[config.mk]
export PLATFORM = sky130hd
export DESIGN_NAME = jspf_ctrl
export DESIGN_NICKNAME = d
export VERILOG_FILES = /design/src/sv/jspf_pkg.sv /design/src/sv/jspf_ctrl.sv
export SDC_FILE = /design/constraint.sdc
export NUM_CORES = 1
export LEC_CHECK = 0
export BUFFER_PORTS_ARGS = -buffer_cell sky130_fd_sc_hd__buf_4
export CAP_MARGIN = 20
export CELL_PAD_IN_SITES_DETAIL_PLACEMENT = 1
export CELL_PAD_IN_SITES_GLOBAL_PLACEMENT = 1
export CORE_MARGIN = 2
export CORE_UTILIZATION = 38
export DETAILED_ROUTE_END_ITERATION = 8
export MAX_ROUTING_LAYER = met4
export PLACE_DENSITY = 0.81
export SLEW_MARGIN = 10
export SYNTH_ARGS = -nofsm -noshare
export SYNTH_HDL_FRONTEND = slang
export SYNTH_SLANG_ARGS = --single-unit
export TNS_END_PERCENT = 10
[constraint.sdc]
create_clock -name aclk -period 1.9 [get_ports aclk]
set_input_delay 0.095 -clock aclk [delete_from_list [all_inputs] [get_ports aclk]]
set_output_delay 0.095 -clock aclk [all_outputs]
set_load 0.01 [all_outputs]
[src/sv/jspf_pkg.sv]
// ----------------------------------------------------------------------------
// jspf_pkg
// shared types, field offsets and arithmetic helpers of the joint servo block
// ----------------------------------------------------------------------------
`default_nettype none

package jspf_pkg;

    // configuration register indexes
    localparam int CFG_IDX_W = 3;
    localparam logic [CFG_IDX_W-1:0] CFG_PROP_GAIN      = 3'd0;
    localparam logic [CFG_IDX_W-1:0] CFG_INTEGRAL_GAIN  = 3'd1;
    localparam logic [CFG_IDX_W-1:0] CFG_OFFSET_LIMIT   = 3'd2;
    localparam logic [CFG_IDX_W-1:0] CFG_GRAVITY_GAIN   = 3'd3;
    localparam logic [CFG_IDX_W-1:0] CFG_VEL_FF_GAIN    = 3'd4;
    localparam logic [CFG_IDX_W-1:0] CFG_CONTROL_PERIOD = 3'd5;

    localparam logic [15:0] PERIOD_RESET = 16'd131;

    // input beat layout
    localparam int S_TDATA_W = 200;
    localparam int S_TUSER_W = 3;
    localparam int JI_LSB    = 0;
    localparam int TGT_LSB   = 5;
    localparam int MEAS_LSB  = 37;
    localparam int BIAS_LSB  = 69;
    localparam int KV_LSB    = 101;
    localparam int FLO_LSB   = 133;
    localparam int FHI_LSB   = 165;
    localparam int HJ_BIT    = 0;
    localparam int HD_BIT    = 1;
    localparam int FL_BIT    = 2;

    // output beat layout
    localparam int M_TDATA_W = 64;
    localparam int M_TUSER_W = 1;

    // arithmetic units
    localparam int DIV_DW = 80;
    localparam int DIV_QW = 48;
    localparam int DIV_SW = 31;
    localparam int MUL_W  = 48;
    localparam int PROD_W = 96;

    localparam logic [47:0] EMAX = 48'h7FFF_FFFF_FFFF;
    localparam logic [47:0] EMIN = 48'h8000_0000_0000;

    typedef enum logic [4:0] {
        OP_IDLE,
        OP_PREP,
        OP_DIV_RATIO,
        OP_RATIO_TAKE,
        OP_DIV_WIND,
        OP_WIND_TAKE,
        OP_INT_MUL,
        OP_INT_ADD,
        OP_MUL_OFF,
        OP_CLAMP,
        OP_MUL_GRAV,
        OP_GRAV_TAKE,
        OP_MUL_VK,
        OP_VK_TAKE,
        OP_DIV_VEL,
        OP_VDIV_TAKE,
        OP_MUL_VEL,
        OP_VEL_TAKE,
        OP_FINISH
    } op_t;

    typedef struct packed {
        logic load;
        op_t  op;
    } cmd_t;

    typedef struct packed {
        logic hj;
        logic int_en;
        logic ff_en;
        logic vel_en;
        logic dirty;
        logic mul_busy;
        logic div_busy;
        logic out_free;
    } status_t;

    function automatic logic [31:0] mag32(input logic signed [31:0] x);
        return x[31] ? 32'(-x) : 32'(x);
    endfunction

    function automatic logic [47:0] mag48(input logic signed [47:0] x);
        return x[47] ? 48'(-x) : 48'(x);
    endfunction

    function automatic logic signed [47:0] sat48(input logic signed [49:0] x);
        logic signed [47:0] r;
        if (x > $signed({2'b00, EMAX})) r = $signed(EMAX);
        else if (x < $signed({2'b11, EMIN})) r = $signed(EMIN);
        else r = x[47:0];
        return r;
    endfunction

    // product magnitude >> 16, saturated to 48 signed bits, sign applied
    function automatic logic signed [47:0] mulsat16(input logic [PROD_W-1:0] p,
                                                    input logic neg);
        logic [47:0] lim;
        logic [47:0] m;
        lim = neg ? EMIN : EMAX;
        if ((p[95:64] != 32'd0) || (p[63:16] > lim)) m = lim;
        else m = p[63:16];
        return neg ? $signed(48'(-m)) : $signed(m);
    endfunction

endpackage

`default_nettype wire

[src/sv/jspf_ctrl.sv]
// ----------------------------------------------------------------------------
// jspf_ctrl
// sequencer that steps one joint through the servo datapath
// ----------------------------------------------------------------------------
`default_nettype none

module jspf_ctrl
    import jspf_pkg::*;
(
    input  wire logic    aclk,
    input  wire logic    aresetn,
    input  wire logic    s_tvalid,
    output logic         s_tready,
    input  wire status_t status,
    output cmd_t         cmd
);

    typedef enum logic [4:0] {
        ST_IDLE, ST_PREP, ST_RATIO, ST_RATIO_W, ST_WIND, ST_WIND_W,
        ST_INT_MUL, ST_INT_ADD, ST_OFF, ST_OFF_W, ST_GRAV, ST_GRAV_W,
        ST_VK, ST_VK_W, ST_VDIV, ST_VDIV_W, ST_VMUL, ST_VMUL_W, ST_FIN
    } state_t;

    state_t state_reg, state_next;
    logic   ready_reg;

    always_comb begin
        state_next = state_reg;
        cmd.load   = s_tvalid && ready_reg;
        cmd.op     = OP_IDLE;
        unique case (state_reg)
            ST_IDLE: begin
                if (s_tvalid && ready_reg) state_next = ST_PREP;
            end
            ST_PREP: begin
                cmd.op = OP_PREP;
                if (status.hj && status.int_en)
                    state_next = status.dirty ? ST_RATIO : ST_INT_MUL;
                else
                    state_next = status.ff_en ? ST_GRAV : ST_FIN;
            end
            ST_RATIO: begin
                cmd.op     = OP_DIV_RATIO;
                state_next = ST_RATIO_W;
            end
            ST_RATIO_W: begin
                if (!status.div_busy) begin
                    cmd.op     = OP_RATIO_TAKE;
                    state_next = ST_WIND;
                end
            end
            ST_WIND: begin
                cmd.op     = OP_DIV_WIND;
                state_next = ST_WIND_W;
            end
            ST_WIND_W: begin
                if (!status.div_busy) begin
                    cmd.op     = OP_WIND_TAKE;
                    state_next = ST_INT_MUL;
                end
            end
            ST_INT_MUL: begin
                cmd.op     = OP_INT_MUL;
                state_next = ST_INT_ADD;
            end
            ST_INT_ADD: begin
                cmd.op     = OP_INT_ADD;
                state_next = ST_OFF;
            end
            ST_OFF: begin
                cmd.op     = OP_MUL_OFF;
                state_next = ST_OFF_W;
            end
            ST_OFF_W: begin
                if (!status.mul_busy) begin
                    cmd.op     = OP_CLAMP;
                    state_next = status.ff_en ? ST_GRAV : ST_FIN;
                end
            end
            ST_GRAV: begin
                cmd.op     = OP_MUL_GRAV;
                state_next = ST_GRAV_W;
            end
            ST_GRAV_W: begin
                if (!status.mul_busy) begin
                    cmd.op     = OP_GRAV_TAKE;
                    state_next = status.vel_en ? ST_VK : ST_FIN;
                end
            end
            ST_VK: begin
                cmd.op     = OP_MUL_VK;
                state_next = ST_VK_W;
            end
            ST_VK_W: begin
                if (!status.mul_busy) begin
                    cmd.op     = OP_VK_TAKE;
                    state_next = ST_VDIV;
                end
            end
            ST_VDIV: begin
                cmd.op     = OP_DIV_VEL;
                state_next = ST_VDIV_W;
            end
            ST_VDIV_W: begin
                if (!status.div_busy) begin
                    cmd.op     = OP_VDIV_TAKE;
                    state_next = ST_VMUL;
                end
            end
            ST_VMUL: begin
                cmd.op     = OP_MUL_VEL;
                state_next = ST_VMUL_W;
            end
            ST_VMUL_W: begin
                if (!status.mul_busy) begin
                    cmd.op     = OP_VEL_TAKE;
                    state_next = ST_FIN;
                end
            end
            ST_FIN: begin
                if (status.out_free) begin
                    cmd.op     = OP_FINISH;
                    state_next = ST_IDLE;
                end
            end
            default: state_next = ST_IDLE;
        endcase
    end

    always_ff @(posedge aclk) begin
        if (!aresetn) begin
            state_reg <= ST_IDLE;
            ready_reg <= 1'b1;
        end else begin
            state_reg <= state_next;
            ready_reg <= (state_next == ST_IDLE) && !(state_reg == ST_IDLE && cmd.load);
        end
    end

    assign s_tready = ready_reg;

endmodule

`default_nettype wire

**After elaboration in Yosys (flattened, before gate mapping)**

Index checks and enable logic that the tools add are counted.

- Output and inout port bits: 7
- Flip-flop bits (word level): 6
- Logic and storage cells: 50

- Reductions and logical operators: 7
- Eq/ne operators: 18
- Multiplexer cells: 23

Operators by type and width:

| operator | number |
|---|---|
| $pmux 5 s19 | 1 |
| $pmux 5 s18 | 1 |
| $mux 5 | 14 |
| $eq 5x4->1 const B | 8 |
| $eq 5x3->1 const B | 4 |
| $mux 4 | 4 |
| $eq 5x5->1 const B | 3 |
| $eq 5x2->1 const B | 2 |
| $logic_not 5->1 | 2 |
| $mux 3 | 2 |
| $eq 5x1->1 const B | 1 |
| $logic_and 1x1->1 | 4 |
| $mux 2 | 1 |
| $logic_not 1->1 | 1 |

**Logic depth before layout (Yosys ltp)**

Gate-level depths: netlist (run 1).

- Depth in word-level cells: 5
- Mapped depth: 7
- Mapped depth without buffers: 5

**Worst setup path after synthesis (run 1)**

Ideal clock, no wire load.

- Kind: reg-to-reg
- Start: register state_reg[3]
- End: register ready_reg (netlist: s_tready)
- Arrival: 1351 ps
- Required time: 1804 ps
- Buffers on the path: 1
- Cell stages (with the launch flop): 7
- Period minus slack after synthesis: 1446 ps
- Slack: 454 ps
- Cell sequence: dfxtp_1 -> buf_6 -> nand3b_1 -> a32oi_1 -> o211ai_1 -> a31o_2 -> o41ai_2

- Longest elaborated chain between the ends: 4
- Elaborated cells between the ends (all ways): 33

RTL lines:

| element | RTL line | source |
|---|---|---|
| start: declaration | jspf_ctrl.sv:24 | `state_t state_reg, state_next;` |
| start signal: assignment | jspf_ctrl.sv:135 | `state_reg <= state_next;` |
| $eq 5x5->1, or another cell as far along | jspf_ctrl.sv:31 | `unique case (state_reg)` |
| $pmux 5 s19 / $logic_and 1x1->1 (equally long branches) | jspf_ctrl.sv:31, jspf_ctrl.sv:136 |  |
| $logic_not 5->1 / $logic_not 1->1 (equally long branches) | jspf_ctrl.sv:136 | `ready_reg <= (state_next == ST_IDLE) && !(state_reg == ST_IDLE && cmd.load);` |
| $logic_and 1x1->1 (*) | jspf_ctrl.sv:136 |  |
| end signal: assignment | jspf_ctrl.sv:136 |  |
| end: declaration | jspf_ctrl.sv:25 | `logic ready_reg;` |

Mark *: on every way between the ends. The rest lies on a longest branch, timed or not.
A chain may end at the register's enable or synchronous reset.

==> results.json, run 1 <==
{
  "status": "finished, final reports clean",
  "vias_per_cell": 5.974,
  "hold_end": "s_tready$_SDFF_PN1_",
  "cts-buffers-inserted": 3,
  "synth_area_leaders": "dfxtp_1 15%, buf_2 4.9%, a21oi_1 4.3%, nor2_1 3.7%, nor4b_1 3.2%",
  "synthFlopType": "dfxtp_1",
  "row_count": 16,
  "die_h_um": 50.19,
  "vias": 908,
  "cp.required_ns": 1.80,
  "synth_area_um2": 810.8,
  "crit_type": "reg -> out",
  "totalWireLength_um": 2608,
  "synth_top_area_share_pct": 14.81,
  "syn_inst": 108,
  "synth_cell_types": 51,
  "dpl_worst_slack_ns": 0.03526,
  "avgSynthCellArea_um2": 7.507,
  "postPlaceCellArea_um2": 974.7,
  "leakage_nw": 0.3967,
  "r2r_cells": 6,
  "clk_pin_slew_worst_paths_ns": 0.04,
  "nNetsFinal": 138,
  "syn-num-nets": 119,
  "io_pins": 18,
  "worst_pin_slew_ns": 0.3763,
  "rr_endpoint": "s_tready$_SDFF_PN1_",
  "drtIter0Drc": 6,
  "cts_root_buffer": "clkbuf_4",
  "portBuffers": 17,
  "area_delta_synth_final_pct": 23.77,
  "final-hold-violation-count": 0,
  "drt-pass1-iter-count": 4,
  "grt_pass1_wl_um": 4140,
  "fin_crit_ns": 1.811,
  "clockBufferDepth": 2,
  "setup_viol": 0,
  "grt_max_degree": 21,
  "crit_slowest_cell": "or3b_1",
  "synth_edf_count": 0,
  "fmax_mhz": 552.3,
  "worst-r2r-setup-slack_ns": 0.09,
  "ctsHtreeMaxLevel": 1,
  "fin_area_mm2": 0.001003,
  "die_x_um": 50.19,
  "p_per_area_mw_per_mm2": 1184,
  "largest_register_ffs": 5,
  "setup_ws_ns": 0.08923,
  "core-area_mm2": 0.001982,
  "max_stage_delay_ns": 0.40,
  "drive_above_1_share_pct": 32.80,
  "n_antenna_cell": 0,
  "endpoint_kind": "output pin",
  "holdBufCountCts": 0,
  "skew_ns": 0.001203,
  "finalSetupTns_ns": 0,
  "relSlewSlack_pct": 74.26,
  "place_congestion": 0.8388,
  "worstPathMaxFanout": 20,
  "yosysTopAreaCell": "dfxtp_1",
  "r2r_start": "state_reg[2]$_SDFF_PN0_",
  "drc": 0,
  "ys_ff_latch": 6,
  "initial_core_util_pct": 40.91,
  "cts_tree": "done",
  "drv_cap": 0,
  "cts_sinks": 6,
  "wl_per_cell_um": 17.16,
  "antenna_found_initial": 0,
  "hpwl_um": 1982,
  "post-route-util_pct": 50.63,
  "slew_viol_final": 0,
  "crit_chain": "buf_12 -> or3b_1 -> a211o_1 -> o211ai_1 -> buf_4",
  "grt_pass1_vias": 881,
  "start_kind": "register",
  "peakVddDrop_mv": 0.6997,
  "yosys_warnings": 0,
  "grtUsageTotal_pct": 21.62,
  "fin_crit_sh_pct": 95.30,
  "dieArea_mm2": 0.002519,
  "whs_path_depth": 2,
  "min_path_type": "in -> reg",
  "grt-ovfl-total": 0,
  "rsz0062_at_grt": "no",
  "async_reset_ff_share_pct": 0,
  "clock_latency_ns": 0.24,
  "seq_area_frac_synth_pct": 14.81,
  "worstPathArrival_ns": 1.72,
  "worstHoldStart": "aresetn",
  "drtAntennaViolNets": 0
}
-- routing by layer --
layer,up-vias,share of wire [%],track usage (%)
met3,4,2.5,2.381
li1,444,-,-
met5,-,0,-
met4,0,1.2,5.556
met2,16,49,35.96
met1,444,47,27.84
-- worst max-delay path, delay by kind of cell, from the launching register on --
family / cells / cell delay, ns
AOI/OAI and AO/OA: 2 / 0.41
DFF: 1 / 0.36
and+or+nand+nor: 1 / 0.40
buffers and inverters: 2 / 0.30
-- report_power, final --
part	internal [W]	total, W	switching [W]
Combinational	0.000387	0.000782	0.000395
Clock	0.0000712	0.000113	0.0000421
Sequential	0.000176	0.000293	0.000117
-- cell usage after synthesis, types with 3 or more instances --
cell type	n
a21oi_1	7
nor2b_1	3
nor4b_1	3
dfxtp_1	6
o211ai_1	3
nor3_1	5
o21ai_0	4
inv_1	3
nand3_1	4
nand2_1	4
and2_1	4
nor2_1	8
buf_2	8
-- cell usage in the layout (no fill, tap or decap), types with 2 or more instances in the layout --
cell	synthesis	routed
o211ai_1	3	3
o2111ai_1	2	2
and2_1	4	4
nor3_1	5	5
or2b_1	2	2
clkbuf_4	1	3
dfxtp_2	0	5
nor2b_1	3	3
o21ai_0	4	4
nand3_1	4	4
o21ai_1	2	2
buf_4	1	25
nor2_1	8	8
a21oi_1	7	7
nor3b_1	2	2
a21boi_0	2	2
and2b_1	2	2
nand2_1	4	4
inv_1	3	3
nand3b_1	2	2
nor4b_1	3	3
-- layout make-up --
class	count	area [um2]
Fill cell	253	978.4
Multi-Input combinational cell	87	601.8
Timing Repair Buffer	26	207.7
Sequential cell	6	126.4
Tap cell	27	33.78
Clock buffer	3	22.52
Inverter	3	11.26
-- stage by stage --
stage / total power [W] / hold slack, ns / cells
floorplan: 0.0007800 / 0.1507 / 108
global placement: 0.001026 / 0.2991 / 149
detailed placement: 0.001059 / 0.3056 / 149
CTS: 0.001186 / 0.05939 / 152
global route: 0.001277 / 0.05788 / 152
finish: 0.001188 / 0.06375 / 152
-- how the worst max path moves through the flow --
stage / from / endpoint / depth (start not counted)
after CTS: state_reg[3]$_SDFF_PN0_ / cmd[0] / 5
after global routing: state_reg[3]$_SDFF_PN0_ / cmd[0] / 5
after global placement: state_reg[4]$_SDFF_PN0_ / s_tready$_SDFF_PN1_ / 5
after floorplan: state_reg[3]$_SDFF_PN0_ / s_tready$_SDFF_PN1_ / 6
after detailed placement: state_reg[0]$_SDFF_PN0_ / s_tready$_SDFF_PN1_ / 5
final: state_reg[3]$_SDFF_PN0_ / cmd[0] / 5
-- what timing repair did --
| action | CTS | global route |
|---|---|---|
| hold endpoints to repair | 0 | 0 |
| pin swaps | 0 | 1 |
| resized for setup | 2 | 3 |
| buffers inserted | 0 | 0 |
| cloned | 0 | 0 |
| endpoints found under the setup margin | 1 | 4 |
-- logic make-up after synthesis --
family                 share of synthesized area, %
AO/OA/AOI/OAI                                 32.25
buffers and inverters                         10.96
flip-flops                                    14.82
multiplexers                                  2.623
AND/OR/NAND/NOR                               38.27
XOR/XNOR                                      1.080
Note: power is estimated with default switching activity, not from simulation.
==> run 2: changes to the inputs <==
--- a/config.mk
+++ b/config.mk
@@ -14,6 +14,7 @@
 export DETAILED_ROUTE_END_ITERATION = 8
 export MAX_ROUTING_LAYER = met4
 export PLACE_DENSITY = 0.81
+export RECOVER_POWER = 100
 export SLEW_MARGIN = 10
 export SYNTH_ARGS = -nofsm -noshare
 export SYNTH_HDL_FRONTEND = slang
==> results.json, run 2 (same netlist as run 1, synthesis figures left out) <==
{
  "drive_above_1_share_pct": 31.20,
  "dieArea_mm2": 0.002519,
  "start_kind": "register",
  "grt-ovfl-total": 0,
  "critPathTopFamily": "compound AO/OA/AOI/OAI gates",
  "vias": 910,
  "worst_pin_slew_ns": 0.3763,
  "cp-endpoint": "cmd[0]",
  "ctsHtreeMaxLevel": 1,
  "cp.required_ns": 1.80,
  "cts_tree": "done",
  "crit_chain": "buf_12 -> or3b_1 -> a211o_1 -> o211ai_1 -> buf_4",
  "relSlewSlack_pct": 74.26,
  "min_path_type": "in -> reg",
  "crit_path_start": "state_reg[3]$_SDFF_PN0_",
  "cts_root_buffer": "clkbuf_4",
  "crit_type": "reg -> out",
  "status": "finished, final reports clean",
  "grt_pass1_vias": 881,
  "row_count": 16,
  "dpl_worst_slack_ns": 0.03526,
  "rr_endpoint": "s_tready$_SDFF_PN1_",
  "slew_viol_final": 0,
  "r2r_start": "state_reg[2]$_SDFF_PN0_",
  "drt-pass1-iter-count": 4,
  "drv_cap": 0,
  "fin_crit_ns": 1.817,
  "antenna_found_initial": 0,
  "hpwl_um": 1982,
  "largest_register_ffs": 5,
  "n_antenna_cell": 0,
  "nNetsFinal": 138,
  "final_cell_mix": "23 x buf_4, 8 x nor2_1, 7 x a21oi_1, 5 x nor3_1, 5 x dfxtp_2",
  "clockBufferDepth": 2,
  "initial_core_util_pct": 40.91,
  "vias_per_cell": 5.987,
  "final_common_cell": "buf_4",
  "post_cts_buffers": 0,
  "critPathBufInv": 2,
  "drtIter0Drc": 6,
  "worstPathMaxFanout": 20,
  "worstPathArrival_ns": 1.72,
  "area_delta_synth_final_pct": 22.84,
  "holdBufCountCts": 0,
  "r2r_cells": 6,
  "portBuffers": 17,
  "fmax_mhz": 550.5,
  "setup_ws_ns": 0.08340,
  "place_congestion": 0.8388,
  "drtAntennaViolNets": 0,
  "endpoint_kind": "output pin",
  "drc": 0,
  "crit_slowest_cell": "or3b_1",
  "totalWireLength_um": 2601,
  "io_pins": 18,
  "final-hold-violation-count": 0,
  "power_w": 0.001173,
  "setup_viol": 0,
  "grtUsageTotal_pct": 21.62,
  "worst-r2r-setup-slack_ns": 0.10,
  "fin_crit_sh_pct": 95.61,
  "grt_pass1_wl_um": 4140,
  "max_stage_delay_ns": 0.40,
  "cts_sinks": 6,
  "crit_cells": 5,
  "finalSetupTns_ns": 0,
  "die_x_um": 50.19,
  "die_h_um": 50.19,
  "rsz0062_at_grt": "no",
  "skew_ns": 0.0002223,
  "core-area_mm2": 0.001982,
  "clock_latency_ns": 0.24,
  "grt_max_degree": 21,
  "cts-buffers-inserted": 3,
  "leakage_nw": 0.3853,
  "clk_pin_slew_worst_paths_ns": 0.04,
  "peakVddDrop_mv": 0.6751,
  "p_per_area_mw_per_mm2": 1177,
  "wl_per_cell_um": 17.11
}
## run 2: cell types whose count changed in the layout (fill, tap and decap cells not counted), sizes merged
cell	change
buf	-2
clkbuf	+2
## run 2: per-layer routing
layer	share of wire, %	global-route usage, %	wire [um]
met5	0	-	0
met4	1.4	5.556	36
met3	3.4	2.381	88
met2	49	35.96	1271
met1	46	27.84	1204
## run 2: metrics by stage
| step | instance area [um2] | hold WS (ns) | utilization (%) | std cells |
|---|---|---|---|---|
| floorplan | 810.8 | 0.1507 | - | 108 |
| global placement | 974.7 | 0.2991 | 49.18 | 149 |
| detailed placement | 974.7 | 0.3056 | 49.18 | 149 |
| CTS | 999.7 | 0.05939 | 50.44 | 152 |
| global route | 996.0 | 0.05812 | 50.25 | 152 |
| finish | 996.0 | 0.05888 | 50.25 | 152 |
## run 2: report_power, final
group | total [W] | switching [W] | leakage, nW | internal [W]
Combinational | 0.000766 | 0.000396 | 0.320 | 0.000370
Sequential | 0.000292 | 0.000115 | 0.0514 | 0.000177
Clock | 0.000115 | 0.0000435 | 0.0138 | 0.0000713
## run 2: area by class of cell
class                      instances  area [um2]
clock buffer                       3       22.52
fill                             253       985.9
inverter                           3       11.26
multi-input combinational         87       601.8
sequential                         6       126.4
tap                               27       33.78
timing repair buffer              26       200.2
## run 2: how the worst min path moves through the flow
stage	startpoint	endpoint	slack (ns)	cells after the start
floorplan	aresetn	s_tready$_SDFF_PN1_	0.15	1
CTS	aresetn	s_tready$_SDFF_PN1_	0.06	2
finish	aresetn	s_tready$_SDFF_PN1_	0.06	2
global route	aresetn	s_tready$_SDFF_PN1_	0.06	2
global placement	aresetn	s_tready$_SDFF_PN1_	0.30	2
detailed placement	aresetn	s_tready$_SDFF_PN1_	0.31	2
## run 2: timing repair
| action | in CTS | in global routing |
|---|---|---|
| setup endpoints to repair | 1 | 4 |
| resized for setup | 2 | 3 |
| pin swaps | 0 | 1 |
==> run 3: changes to the inputs <==
--- a/config.mk
+++ b/config.mk
@@ -5,15 +5,16 @@
 export SDC_FILE = /design/constraint.sdc
 export NUM_CORES = 1
 export LEC_CHECK = 0
+export ABC_AREA = 1
 export BUFFER_PORTS_ARGS = -buffer_cell sky130_fd_sc_hd__buf_4
 export CAP_MARGIN = 20
 export CELL_PAD_IN_SITES_DETAIL_PLACEMENT = 1
 export CELL_PAD_IN_SITES_GLOBAL_PLACEMENT = 1
 export CORE_MARGIN = 2
-export CORE_UTILIZATION = 38
+export CORE_UTILIZATION = 34
 export DETAILED_ROUTE_END_ITERATION = 8
 export MAX_ROUTING_LAYER = met4
-export PLACE_DENSITY = 0.81
+export PLACE_DENSITY = 0.8
 export RECOVER_POWER = 100
 export SLEW_MARGIN = 10
 export SYNTH_ARGS = -nofsm -noshare
==> results.json, run 3 <==
{
  "start_kind": "register",
  "grt_max_degree": 12,
  "hpwl_um": 2359,
  "final_common_cell": "nand2_1",
  "relSlewSlack_pct": 68.72,
  "cts-buffers-inserted": 3,
  "status": "finished, final reports clean",
  "fmax_mhz": 572.2,
  "fin_crit_sh_pct": 91.99,
  "p_per_area_mw_per_mm2": 1088,
  "syn-num-nets": 159,
  "p_comb_share_pct": 66.0,
  "die_x_um": 52.08,
  "internal_power_w": 0.0004695,
  "seq_area_frac_synth_pct": 15.29,
  "io_pins": 18,
  "worstPathArrival_ns": 1.65,
  "switchingPower_w": 0.0005473,
  "worstPathMaxFanout": 6,
  "crit_type": "reg -> out",
  "n_antenna_cell": 0,
  "synth_area_um2": 785.8,
  "initial_core_util_pct": 35.87,
  "die_h_um": 52.08,
  "antenna_found_initial": 0,
  "drt-pass1-iter-count": 4,
  "rsz0062_at_grt": "no",
  "leakage_nw": 0.5353,
  "pwr-share-seq_pct": 22.1,
  "row_count": 17,
  "crit_chain": "nor2_1 -> nand3_1 -> o21ai_0 -> clkbuf_1",
  "final-hold-violation-count": 0,
  "worstHoldStart": "aresetn",
  "area_delta_synth_final_pct": 18.95,
  "largest_register_ffs": 5,
  "grt-ovfl-total": 0,
  "synth_area_leaders": "nand2_1 20%, dfxtp_1 15%, nand3_1 14%, nor2_1 11%, inv_1 7.6%",
  "r2r_start": "state_reg[2]$_SDFF_PN0_",
  "drive_above_1_share_pct": 19.88,
  "grtUsageTotal_pct": 23.23,
  "min_path_type": "in -> reg",
  "async_reset_ff_share_pct": 0,
  "finalSetupTns_ns": 0,
  "cts_tree": "done",
  "drv_cap": 0,
  "switching_share_pct": 53.82,
  "peakVddDrop_mv": 0.4391,
  "vias_per_cell": 5.180,
  "synth_cell_types": 20,
  "synth_common_cells": "42 x nand2_1, 23 x nor2_1, 22 x nand3_1",
  "grt_pass1_wl_um": 4588,
  "vias": 1005,
  "synthFlopType": "dfxtp_1",
  "dieArea_mm2": 0.002712,
  "cts_sinks": 6,
  "num-fill-cells": 334,
  "clock_latency_ns": 0.25,
  "setup_viol": 0,
  "syn_inst": 148,
  "core-area_mm2": 0.002191,
  "drtAntennaViolNets": 0,
  "crit_slowest_cell": "nor2_1",
  "slew_viol_final": 0,
  "synth_edf_count": 0,
  "post-route-util_pct": 42.66,
  "clkPwrFrac_pct": 11.8,
  "yosys_warnings": 0,
  "ys_ff_latch": 6,
  "synth_top_area_share_pct": 20.06,
  "grt_pass1_vias": 1022,
  "layout.cells.non_filler": 194,
  "clk_pin_slew_worst_paths_ns": 0.04,
  "holdBufCountCts": 0,
  "avgSynthCellArea_um2": 5.309,
  "final_cell_mix": "43 x nand2_1, 25 x nor2_1, 22 x nand3_1, 16 x inv_1, 14 x buf_4",
  "totalWireLength_um": 2779,
  "crit_path_start": "state_reg[2]$_SDFF_PN0_",
  "drtIter0Drc": 23,
  "clockBufferDepth": 2,
  "wl_per_cell_um": 14.32,
  "fin_crit_ns": 1.748,
  "placed_cells": 191,
  "synth.most_common_cell": "nand2_1",
  "place_congestion": 0.9976,
  "nNetsFinal": 179,
  "max_stage_delay_ns": 0.41,
  "cts_root_buffer": "clkbuf_4",
  "ctsHtreeMaxLevel": 1,
  "cp.required_ns": 1.80,
  "drc": 0,
  "skew_ns": 0.004599,
  "worst_pin_slew_ns": 0.4675,
  "yosysTopAreaCell": "nand2_1",
  "endpoint_kind": "output pin",
  "portBuffers": 17
}
run 3: changes by cell type after synthesis, moves of 4 or more:
cell,previous run,this run
inv_1,3,16
nor2_1,8,23
nor3_1,5,0
nand3_1,4,22
inv_2,0,4
and2_1,4,0
nand2_2,0,4
nor2_2,1,5
buf_2,8,0
nand2_1,4,42
run 3: kinds of logic (layout without fill, tap and decap cells):
kind of cell / Yosys count / in the layout / synth area share (%)
simple gates: 104 / 104 / 61.31
flops: 6 / 6 / 15.29
buf+inv: 24 / 42 / 12.90
compound gates: 14 / 14 / 10.51
run 3: stage by stage:
stage | worst slack, ns | hold WS [ns] | area [um2] | power (W)
2_1_floorplan | 0.6543 | 0.1640 | 785.8 | 0.0007008
3_3_place_gp | 0.3826 | 0.2870 | 937.1 | 0.0008935
5_1_grt | 0.01707 | 0.03080 | 934.6 | 0.001107
3_5_place_dp | 0.3531 | 0.2884 | 937.1 | 0.0009213
6_report | 0.1522 | 0.03702 | 934.6 | 0.001017
4_1_cts | 0.06704 | 0.03355 | 959.7 | 0.001046
run 3: path summary, 6_finish.rpt:
kind	end	slack, ns	cells after the start
max reg2reg	s_tready$_SDFF_PN1_	0.20	10
min	s_tready$_SDFF_PN1_	0.04	2
max	cmd[4]	0.15	4
min reg2reg	s_tready$_SDFF_PN1_	0.72	5
run 3: area by class of cell:
class                      instances  area (um2)  area share [%]
multi-input combinational        118       556.8           59.57
timing repair buffer              19       123.9           13.25
inverter                          20       75.07           8.032
tap                               28       35.03           3.748
clock buffer                       3       22.52           2.410
sequential                         6       121.4           12.99
run 3: worst max-delay path, delay by kind of cell, from the launching register on:
| kind | cells | cell delay (ns) |
|---|---|---|
| AND/OR/NAND/NOR | 2 | 0.64 |
| flip-flops | 1 | 0.37 |
| buffers and inverters | 1 | 0.17 |
| AO/OA/AOI/OAI | 1 | 0.23 |
run 3: power groups by stage:
stage | combinational [W] | clock [W] | sequential, W
after floorplan | 0.000510 | 0 | 0.000191
after global placement | 0.000671 | 0 | 0.000223
after detailed placement | 0.000696 | 0 | 0.000226
after CTS | 0.000700 | 0.000122 | 0.000224
after global routing | 0.000745 | 0.000128 | 0.000233
final | 0.000671 | 0.000120 | 0.000225
run 3: per-layer routing:
layer  GRT usage, %  vias up  wire length [um]
met1          27.40      471              1247
li1               -      505                 -
met3          2.586        6                82
met5              -        -                 0
met2          41.14       23              1391
met4          7.018        0                57
run 3: repair_timing:
action / in CTS / in global routing
setup endpoints to repair: 0 / 3
buffers inserted: 0 / 0
endpoints found under the hold margin: 0 / 0
resized for setup: 0 / 1
